$ cat config.mk
export PLATFORM = sky130hd
export DESIGN_NAME = sorted_max_priority_queue_core
export DESIGN_NICKNAME = d
export VERILOG_FILES = /design/src/rtl/spq_pkg.sv /design/src/rtl/sorted_max_priority_queue_core.sv /design/src/rtl/spq_cell.sv
export SDC_FILE = /design/constraint.sdc
export NUM_CORES = 2
export LEC_CHECK = 0
export BUFFER_PORTS_ARGS = -buffer_cell sky130_fd_sc_hd__buf_2
export CAP_MARGIN = 15
export CORE_AREA = 4 4 173 342
export DETAILED_ROUTE_END_ITERATION = 10
export DIE_AREA = 0 0 177 346
export PLACE_DENSITY = 0.81
export RECOVER_POWER = 25
export SYNTH_ARGS = -nofsm -noshare
export SYNTH_HDL_FRONTEND = slang
export SYNTH_SLANG_ARGS = --single-unit
$ cat constraint.sdc
create_clock -name clk -period 5.91 [get_ports clk]
set_clock_uncertainty 0.05 [all_clocks]
set_input_delay 0.2955 -clock clk [delete_from_list [all_inputs] [get_ports clk]]
set_output_delay 0.2955 -clock clk [all_outputs]
set_load 0.05 [all_outputs]
$ cat src/rtl/spq_pkg.sv
// shared types and constants for the sorted max-priority queue
// no dependencies; imported by spq_cell and sorted_max_priority_queue_core
package spq_pkg;

  localparam int SPQ_CAPACITY     = 16;
  localparam int SPQ_KEY_BITS     = 16;
  localparam int SPQ_PAYLOAD_BITS = 16;
  localparam int SPQ_OCC_BITS     = 5;

  typedef enum logic {
    ACT_INSERT = 1'b0,
    ACT_REMOVE = 1'b1
  } spq_action_t;

  typedef enum logic [1:0] {
    ST_INSERTED = 2'd0,
    ST_REMOVED  = 2'd1,
    ST_EMPTY    = 2'd2,
    ST_FULL     = 2'd3
  } spq_status_t;

  // per-cycle command broadcast to every cell
  typedef struct packed {
    logic ins;
    logic rem;
  } cell_cmd_t;

endpackage

$ cat src/rtl/sorted_max_priority_queue_core.sv
// output: a result word is registered in the output register in the cycle after its input is taken
// throughput: one word per cycle while in_stall is low; every cell compares against the new key in parallel
//   and the whole row shifts in that same cycle
// reset: synchronous active-low rst_n clears the entry count and output valid;
//   cell storage is not reset and is masked by the count
module sorted_max_priority_queue_core #(
  parameter int CAPACITY     = spq_pkg::SPQ_CAPACITY,
  parameter int KEY_BITS     = spq_pkg::SPQ_KEY_BITS,
  parameter int PAYLOAD_BITS = spq_pkg::SPQ_PAYLOAD_BITS
) (
  input  logic                             clk,
  input  logic                             rst_n,
  input  logic                             in_valid,
  output logic                             in_stall,
  input  logic                             in_action,
  input  logic [KEY_BITS-1:0]              in_key,
  input  logic [PAYLOAD_BITS-1:0]          in_payload,
  output logic                             out_valid,
  input  logic                             out_stall,
  output logic [1:0]                       out_status,
  output logic [KEY_BITS-1:0]              out_key,
  output logic [PAYLOAD_BITS-1:0]          out_payload,
  output logic [spq_pkg::SPQ_OCC_BITS-1:0] out_occupancy
);
  import spq_pkg::*;

  localparam int CW = $clog2(CAPACITY + 1);

  logic                    in_acc;
  logic                    is_full;
  logic                    is_empty;
  cell_cmd_t               cmd;

  logic [CW-1:0]           count_r;
  logic [CW-1:0]           count_nxt;
  logic [CW+SPQ_OCC_BITS-1:0] count_ext;

  logic                    out_valid_r;
  logic                    out_valid_nxt;
  spq_status_t             out_status_r;
  spq_status_t             out_status_nxt;
  logic [KEY_BITS-1:0]     out_key_r;
  logic [KEY_BITS-1:0]     out_key_nxt;
  logic [PAYLOAD_BITS-1:0] out_payload_r;
  logic [PAYLOAD_BITS-1:0] out_payload_nxt;
  logic [SPQ_OCC_BITS-1:0] out_occ_r;
  logic [SPQ_OCC_BITS-1:0] out_occ_nxt;

  logic                    occ_w     [CAPACITY];
  logic                    gt_w      [CAPACITY];
  logic [KEY_BITS-1:0]     key_w     [CAPACITY];
  logic [PAYLOAD_BITS-1:0] payload_w [CAPACITY];
  logic                    lo_gt_w   [CAPACITY];
  logic [KEY_BITS-1:0]     lo_key_w  [CAPACITY];
  logic [PAYLOAD_BITS-1:0] lo_pay_w  [CAPACITY];
  logic [KEY_BITS-1:0]     hi_key_w  [CAPACITY];
  logic [PAYLOAD_BITS-1:0] hi_pay_w  [CAPACITY];

  // output register parts the two sides; a draining word frees the slot the same cycle
  assign in_stall = out_valid_r && out_stall;
  assign in_acc   = in_valid && !in_stall;

  assign is_full  = (count_r == CW'(CAPACITY));
  assign is_empty = (count_r == '0);

  assign cmd.ins = in_acc && (in_action == ACT_INSERT) && !is_full;
  assign cmd.rem = in_acc && (in_action == ACT_REMOVE) && !is_empty;

  // cell 0 holds the largest key; keys descend toward the last cell
  genvar gi;
  generate
    for (gi = 0; gi < CAPACITY; gi++) begin : g_cell
      assign occ_w[gi] = (count_r > CW'(gi));

      if (gi == 0) begin : g_first
        assign lo_gt_w[gi]  = 1'b1;
        assign lo_key_w[gi] = '0;
        assign lo_pay_w[gi] = '0;
      end else begin : g_mid_lo
        assign lo_gt_w[gi]  = gt_w[gi-1];
        assign lo_key_w[gi] = key_w[gi-1];
        assign lo_pay_w[gi] = payload_w[gi-1];
      end

      if (gi == CAPACITY - 1) begin : g_last
        assign hi_key_w[gi] = '0;
        assign hi_pay_w[gi] = '0;
      end else begin : g_mid_hi
        assign hi_key_w[gi] = key_w[gi+1];
        assign hi_pay_w[gi] = payload_w[gi+1];
      end

      spq_cell #(
        .KEY_BITS     (KEY_BITS),
        .PAYLOAD_BITS (PAYLOAD_BITS)
      ) u_cell (
        .clk         (clk),
        .cmd         (cmd),
        .occ         (occ_w[gi]),
        .new_key     (in_key),
        .new_payload (in_payload),
        .lo_gt       (lo_gt_w[gi]),
        .lo_key      (lo_key_w[gi]),
        .lo_payload  (lo_pay_w[gi]),
        .hi_key      (hi_key_w[gi]),
        .hi_payload  (hi_pay_w[gi]),
        .gt          (gt_w[gi]),
        .key         (key_w[gi]),
        .payload     (payload_w[gi])
      );
    end
  endgenerate

  always_comb begin
    count_nxt = count_r;
    if (cmd.ins) begin
      count_nxt = count_r + CW'(1);
    end else if (cmd.rem) begin
      count_nxt = count_r - CW'(1);
    end
  end

  // occupancy is reported modulo 32
  assign count_ext = (CW + SPQ_OCC_BITS)'(count_nxt);

  always_comb begin
    out_valid_nxt   = out_valid_r;
    out_status_nxt  = out_status_r;
    out_key_nxt     = out_key_r;
    out_payload_nxt = out_payload_r;
    out_occ_nxt     = out_occ_r;
    if (out_valid_r && !out_stall) begin
      out_valid_nxt = 1'b0;
    end
    if (in_acc) begin
      out_valid_nxt   = 1'b1;
      out_key_nxt     = '0;
      out_payload_nxt = '0;
      out_occ_nxt     = count_ext[SPQ_OCC_BITS-1:0];
      case (in_action)
        ACT_INSERT: begin
          out_status_nxt = is_full ? ST_FULL : ST_INSERTED;
        end
        ACT_REMOVE: begin
          if (is_empty) begin
            out_status_nxt = ST_EMPTY;
          end else begin
            out_status_nxt  = ST_REMOVED;
            out_key_nxt     = key_w[0];
            out_payload_nxt = payload_w[0];
          end
        end
        default: begin
          out_status_nxt = ST_FULL;
        end
      endcase
    end
  end

  always_ff @(posedge clk) begin
    if (!rst_n) begin
      count_r     <= '0;
      out_valid_r <= 1'b0;
    end else begin
      count_r     <= count_nxt;
      out_valid_r <= out_valid_nxt;
    end
    out_status_r  <= out_status_nxt;
    out_key_r     <= out_key_nxt;
    out_payload_r <= out_payload_nxt;
    out_occ_r     <= out_occ_nxt;
  end

  assign out_valid     = out_valid_r;
  assign out_status    = out_status_r;
  assign out_key       = out_key_r;
  assign out_payload   = out_payload_r;
  assign out_occupancy = out_occ_r;

`ifndef SYNTHESIS
  // entry count never runs past the row length
  a_count_bound : assert property (@(posedge clk) disable iff (!rst_n)
    count_r <= CW'(CAPACITY))
    else $error("entry count above capacity");

  // an insert into a non-full queue grows the count by one
  a_insert_grows : assert property (@(posedge clk) disable iff (!rst_n)
    (in_acc && (in_action == ACT_INSERT) && !is_full)
      |=> (count_r == $past(count_r) + CW'(1)))
    else $error("insert did not grow the count");

  // the two front cells stay in descending key order
  a_front_sorted : assert property (@(posedge clk) disable iff (!rst_n)
    occ_w[1] |-> (key_w[0] >= key_w[1]))
    else $error("front cells out of order");

  // an empty status always reports zero occupancy and zero data
  a_empty_word : assert property (@(posedge clk) disable iff (!rst_n)
    (out_valid_r && (out_status_r == ST_EMPTY))
      |-> ((out_occ_r == '0) && (out_key_r == '0) && (out_payload_r == '0)))
    else $error("empty status with nonzero fields");
`endif

endmodule

$ cat src/rtl/spq_cell.sv
// one storage cell of the priority queue row (key and payload)
// depends on spq_pkg for the cell command struct
module spq_cell #(
  parameter int KEY_BITS     = 16,
  parameter int PAYLOAD_BITS = 16
) (
  input  logic                    clk,
  input  spq_pkg::cell_cmd_t      cmd,
  input  logic                    occ,
  input  logic [KEY_BITS-1:0]     new_key,
  input  logic [PAYLOAD_BITS-1:0] new_payload,
  input  logic                    lo_gt,
  input  logic [KEY_BITS-1:0]     lo_key,
  input  logic [PAYLOAD_BITS-1:0] lo_payload,
  input  logic [KEY_BITS-1:0]     hi_key,
  input  logic [PAYLOAD_BITS-1:0] hi_payload,
  output logic                    gt,
  output logic [KEY_BITS-1:0]     key,
  output logic [PAYLOAD_BITS-1:0] payload
);
  import spq_pkg::*;

  logic [KEY_BITS-1:0]     key_r;
  logic [KEY_BITS-1:0]     key_nxt;
  logic [PAYLOAD_BITS-1:0] payload_r;
  logic [PAYLOAD_BITS-1:0] payload_nxt;

  // strictly larger stored keys stay put, so equal keys end up below the new word
  assign gt = occ && (key_r > new_key);

  always_comb begin
    key_nxt     = key_r;
    payload_nxt = payload_r;
    if (cmd.ins) begin
      if (!gt) begin
        if (lo_gt) begin
          key_nxt     = new_key;
          payload_nxt = new_payload;
        end else begin
          key_nxt     = lo_key;
          payload_nxt = lo_payload;
        end
      end
    end else if (cmd.rem) begin
      key_nxt     = hi_key;
      payload_nxt = hi_payload;
    end
  end

  always_ff @(posedge clk) begin
    key_r     <= key_nxt;
    payload_r <= payload_nxt;
  end

  assign key     = key_r;
  assign payload = payload_r;

endmodule
== After elaboration in Yosys (flattened, before gate mapping) ==
Index checks and enable logic that the tools add are counted.

* Eq/ne operators: 17
* Bitwise gates (word level): 1
* Muxes and demuxes: 132
* Order comparisons: 32
* Reduce and logical (&&, ||, !) cells: 47
* $add $sub $neg: 2

{| class="wikitable"
|+ Operators with widths
! operator !! number
|-
| 2-to-1 mux 16 bit || 125
|-
| greater-than comparator 16 bit || 16
|-
| greater-than comparator 5 x 4 -> 1 bit, second input constant || 8
|-
| != test 2 bit, second input constant || 16
|-
| AND reduction 2 bit || 16
|-
| logical AND 1 bit || 23
|-
| greater-than comparator 5 x 3 -> 1 bit, second input constant || 4
|-
| greater-than comparator 5 x 1 -> 1 bit, second input constant || 2
|-
| greater-than comparator 5 x 2 -> 1 bit, second input constant || 2
|-
| 2-to-1 mux 5 bit || 2
|-
| adder 5 x 1 -> 5 bit, second input constant || 1
|-
| == test 5 bit, second input constant || 1
|-
| logical NOT 5 bit || 1
|-
| subtractor 5 x 1 -> 5 bit, second input constant || 1
|-
| logical NOT 1 bit || 4
|-
| 2-to-1 mux 2 bit || 2
|-
| case mux 2 bit (2 select lines) || 1
|-
| nonzero test 2 bit || 2
|-
| 2-to-1 mux 1 bit || 2
|-
| OR reduction 2 bit || 1
|-
| NOT 1 bit || 1
|}

* Output and inout port bits: 41
* Word-level logic and storage cells: 269
* Bits in registers: 557
* Bits of input ports: 37

== Logic depth before layout (Yosys ltp) ==
* Depth after elaboration: 7
* Mapped depth: 11
* Mapped depth without buffers: 8

== By module ==
From an unflattened synthesis, not the netlist that was laid out.

* Cells, all modules: 3377
* Area total of the unflattened synthesis: 34650.7 um2

{| class="wikitable"
|+ Modules (own cells, without submodules)
! module !! area an instance (um2) !! times used !! sequential area each (um2) !! cells an instance
|-
| spq_cell (g_cell[0].u_cell ...) || 2031.9 || 14 || 960.9 || 200
|-
| spq_cell (g_cell[8].u_cell ...) || 2033.2 || 2 || 960.9 || 196
|-
| sorted_max_priority_queue_core || 2137.0 || 1 || 1291.2 || 185
|}

== Least setup slack after synthesis ==
OpenSTA, ideal clock, no wires.

* Path kind: input port to flip-flop
* Start: input in_key[11]
* End: register g_cell[12].u_cell.key_r[0] (enable)
* Arrival time: 4765 ps
* Buffers on the path: 2
* Path slack: 629 ps
* Stages on the path: 9
* Required time: 5394 ps
* Library setup time: 466 ps
* Path through: clkbuf_1 inv_1 ha_1 nand4_1 or4_1 o21ai_0 a31oi_4 buf_8 o21ai_0

* Word-level cells in the longest chain between the ends: 4

{| class="wikitable"
|+ RTL lines
! what !! RTL line !! RTL
|-
| start: declaration || sorted_max_priority_queue_core.sv:16 || <nowiki>input logic [KEY_BITS-1:0] in_key,</nowiki>
|-
| greater-than comparator 16 bit || spq_cell.sv:29 || <nowiki>assign gt = occ && (key_r > new_key);</nowiki>
|-
| logical AND 1 bit || spq_cell.sv:29 ||
|-
| != test 2 bit (no line) || - ||
|-
| AND reduction 2 bit (no line) || - ||
|-
| end signal: assignment || spq_cell.sv:51 || <nowiki>key_r <= key_nxt;</nowiki>
|-
| end: declaration || spq_cell.sv:23 || <nowiki>logic [KEY_BITS-1:0] key_r;</nowiki>
|}

Every way passes these cells.
A chain may end at the register's enable or synchronous reset.

== Final worst setup path ==
* Start: register count_r[0]
* End: register g_cell[15].u_cell.payload_r[0] (data pin)

* Word-level cells in the longest chain between the ends: 5
* Elaborated cells on any way between the ends: 8
* Classes of those cells: order compare: 1; eq/ne: 1; mux: 3; reduce/logical: 3

{| class="wikitable"
|+ RTL lines
! what !! RTL line !! RTL
|-
| start: declaration || sorted_max_priority_queue_core.sv:34 || <nowiki>logic [CW-1:0] count_r;</nowiki>
|-
| start signal: assignment || sorted_max_priority_queue_core.sv:165 || <nowiki>count_r <= count_nxt;</nowiki>
|-
| greater-than comparator 5 x 4 -> 1 bit || sorted_max_priority_queue_core.sv:73 || <nowiki>assign occ_w[gi] = (count_r > CW'(gi));</nowiki>
|-
| logical AND 1 bit || spq_cell.sv:29 ||
|-
| 2-to-1 mux 16 bit || spq_cell.sv:36 || <nowiki>if (lo_gt) begin</nowiki>
|-
| 2-to-1 mux 16 bit || spq_cell.sv:35 || <nowiki>if (!gt) begin</nowiki>
|-
| 2-to-1 mux 16 bit * || spq_cell.sv:34 || <nowiki>if (cmd.ins) begin</nowiki>
|-
| end signal: assignment || spq_cell.sv:52 || <nowiki>payload_r <= payload_nxt;</nowiki>
|-
| end: declaration || spq_cell.sv:25 || <nowiki>logic [PAYLOAD_BITS-1:0] payload_r;</nowiki>
|}

Every way passes the cells marked *; elsewhere a longest branch is shown, timed or not. The select of a mux whose other input is x is not followed.

==> metrics.md <==
| Metric | Value |
|---|---|
| Period minus WS final | 4.820 ns |
| Multi-input logic area | 0.01592 mm² |
| Total power | between 10 and 15 mW |
| Top Family by Delay on Critical Path | simple AND/OR/NAND/NOR gates |
| Setup Total Neg Slack | 0 ns |
| Yosys cell types | 56 |
| Number of global-route vias before repair | approximately 27,000 |
| Worst Hold Class | primary input to flip-flop |
| Clock Tree Buf Depth | 3 |
| Static Leak | 13.33 nW |
| H-tree levels | 2 |
| Final Setup Violations | 0 |
| Critical path's slowest cell | nor3_1 |
| Crit path depth | 8 |
| Failing checks | capacitance limit, slew limit |
| Filler cell count | around 4,600 |
| Port Buf Inserts | 77 |
| Via density | 6.693 |
| Syn Inst Count | 3,100 |
| Net Count, Synth | between 3,000 and 4,000 |
| CP Max Fanout | 71 |
| TritonCTS buffer count | 50 |
| Slew HR | -60.91% |
| Power share of the combinational group | 22.8% |
| CP Capture Type | flip-flop |
| Switch share | about a third |
| R2r startpoint | count_r[0] |
| Peak VDD IR | 273.9 µV |
| Final hold viol count | 0 |
| Mapped Avg Cell Area | ~11 µm² |
| Detailed Route Iter0 Violations | 2,791 |
| R2r setup slk | 1.09 ns |
| Drt total wl | 115,900 µm |
| Most frequent cells in the layout | edfxtp_1, mux2i_1, nand2_1 |
| Cell breakdown of the critical path | inv_1, ha_1, and3_1, nor3_1, buf_4, buf_4, nand2_1, mux2i_1 |
| Fmax | 207.5 MHz |
| Reg area | 0.01667 mm² |
| Global-route wire length before repair | 168,400 µm |
| Critical path arrival | 5.19 ns |
| Post-CTS Setup Inserts | 0 |
| Commonest non-fill, non-tap cell in the layout | edfxtp_1 |
| CTS tree | yes |
| Share of layout cells above drive strength 1 | 7.419% |
| Detailed Place HPWL | 83,060 µm |
| Pre-antenna DRT Iters | 6 |
| Reg2Reg Depth | 8 |
| Initial antenna violation count | 3 |
| Clk sinks | 557 |
| Row count | roughly 120 |
| Crit-path most repeated cell | buf_4 |
| Status | complete, but fails checks |
| Main synth FF type | edfxtp_1 |
| Syn-to-layout area delta | 8.077% |
| Die ar. | 0.06124 mm² |
| Synth area leaders | edfxtp_1, mux2i_1, ha_1 |
| Maxcap violations | 5 |
| Placed insts | approximately 3,800 |
| Net load switching power | between 3 and 4 mW |
| WL/cell | ~30 µm |
| Synth Register Bits | 557 |
| Largest net degree at the start of global routing | 220 |
| Nets | between 3,000 and 4,000 |
| Unrepaired setup endpoints after global routing | false |
| EDFF count, synth | 551 |
| P_int | between 7 and 8 mW |
| Ports | 78 |
| Netlist Area Pre-Place | 0.03355 mm² |
| Post-synth top area share | 49.32% |
| Total GRT Usage | 37.07% |
| DRC | 0 |
| Die Height | 346 µm |
| Register area share after synthesis | about half |
| Clk root buf | clkbuf_16 |
| Starting Density | 59.40% |
| Critical path type | flip-flop to flip-flop |
| Sequential power share | 47.9% |
| Setup crit end | g_cell[15].u_cell.payload[0] |
| Final ANT Viol Nets | 0 |
| Placer Congestion | around 1 |
| Critical Path Start Type | flip-flop |
| Final Cycle Share | 81.56% |
| Finished Layout Cells | 3,879 |
| Power per cell area | 318.2 mW/mm² |
| Critical Path RT | 6.28 ns |
| GR Overflow Total | 0 |
| Vias | 25,960 |
| Final Util | 64.20% |
| Reg2Reg Capture Point | g_cell[15].u_cell.payload[0] |
| Clk pwr share | ~30% |
| Clock-pin slew on the worst setup and hold paths | 0.07 ns |
| Area leader, netlist | edfxtp_1 |
| Die Width | 177 µm |
| YS warnings | 0 |
| Crit path launch | count_r[0] |
| Critical path buffers and inverters | 3 |
| Worst slew pin tran | between 2 and 2.5 ns |
| Insertion delay to the later sink of the worst-skew pair | 0.61 ns |
| Fraction of registers with async set/reset | 0% |
| CP max stage delay | 1.79 ns |
| Max Slew Vio Count | roughly 120 |
| Core area | 0.05648 mm² |
sequential cells by signal, summed over array words and instances (netlist names):
name                   flops
out_valid                  1
out_status                 2
out_occupancy              5
g_cell.u_cell.payload    256
count_r                    5
g_cell.u_cell.key        256
out_key                   16
out_payload               16
Yosys cell counts (all sizes together), types with 3 or more instances:
library cell / number
a311oi: 3
xnor2: 3
a2bb2oi: 11
mux2i: 449
a21bo: 30
a21o: 10
and4: 3
inv: 38
a2111o: 11
nand4: 56
a31oi: 40
a21oi: 330
edfxtp: 551
nor2b: 16
or4: 7
a21boi: 3
nor3: 4
nor2: 255
o21ai: 270
and3: 4
clkbuf: 120
dfxtp: 6
nand2: 413
buf: 88
nor4: 8
nand3: 7
o21a: 14
o211ai: 15
and2: 38
a211oi: 11
nand2b: 5
ha: 261
logic make-up (layout without fill, tap and decap cells):
family	Yosys count	after routing	share of synthesized area (%)
other	0	2	0
DFF	557	557	49.67
xor gates and xnor gates	4	4	0.1044
and+or+nand+nor	820	820	10.33
muxes	449	449	13.40
AOI/OAI and AO/OA	763	763	13.32
buffers and inverters	246	273	3.442
adders and majority gates	261	261	9.733
worst min-delay path by stage:
stage                                 startpoint                            to  slack [ns]  cells past startpoint
floorplan                                  rst_n                     out_valid        0.36                      1
detailed placement  g_cell[15].u_cell.payload[1]  g_cell[14].u_cell.payload[1]        0.47                      2
finish                                 in_action                 out_status[0]        0.07                      2
global route                           in_action                 out_status[0]        0.08                      2
global placement    g_cell[15].u_cell.payload[9]  g_cell[14].u_cell.payload[9]        0.46                      2
CTS                                    in_action                 out_status[0]        0.08                      2
power groups by stage:
stage               clock network (mW)  logic, mW  registers, mW
floorplan                            0       1.64           5.45
global placement                     0       2.50           5.58
detailed placement                   0       2.60           5.59
CTS                               3.39       2.61           5.51
global route                      3.54       2.84           5.55
finish                            3.37       2.63           5.53
routing by layer:
metal,wire length (µm),GRT usage (%),up-vias
li1,-,-,11500
met5,15,0,-
met1,37330,38.85,12570
met2,58130,64.43,1381
met4,13390,32.62,2
met3,7056,4.410,514
timing repair:
| item | 4_1_cts | 5_1_grt |
|---|---|---|
| gates resized for setup | 0 | 0 |
| hold buffers | 3 | 0 |
| endpoints found under the hold margin | 6 | 0 |
metrics by stage:
step	hold slack, ns	instance area, µm²	worst slack, ns
5_1_grt	0.07909	36260	0.9416
4_1_cts	0.08144	36370	1.975
3_3_place_gp	0.4627	34690	1.444
2_1_floorplan	0.3633	33550	0.6293
6_report	0.06581	36260	1.090
3_5_place_dp	0.4676	34720	1.351
final cells by class:
| class | instances | share of cell area, % |
|---|---|---|
| sequential | 557 | 45.96 |
| clock inverter | 26 | 0.8350 |
| multi-input combinational | 2297 | 43.90 |
| timing repair buffer | 147 | 2.674 |
| tap | 750 | 2.588 |
| clock buffer | 62 | 3.630 |
| inverter | 38 | 0.3934 |
| antenna | 2 | 0.01380 |
Note: power is estimated with default switching activity, not from simulation.
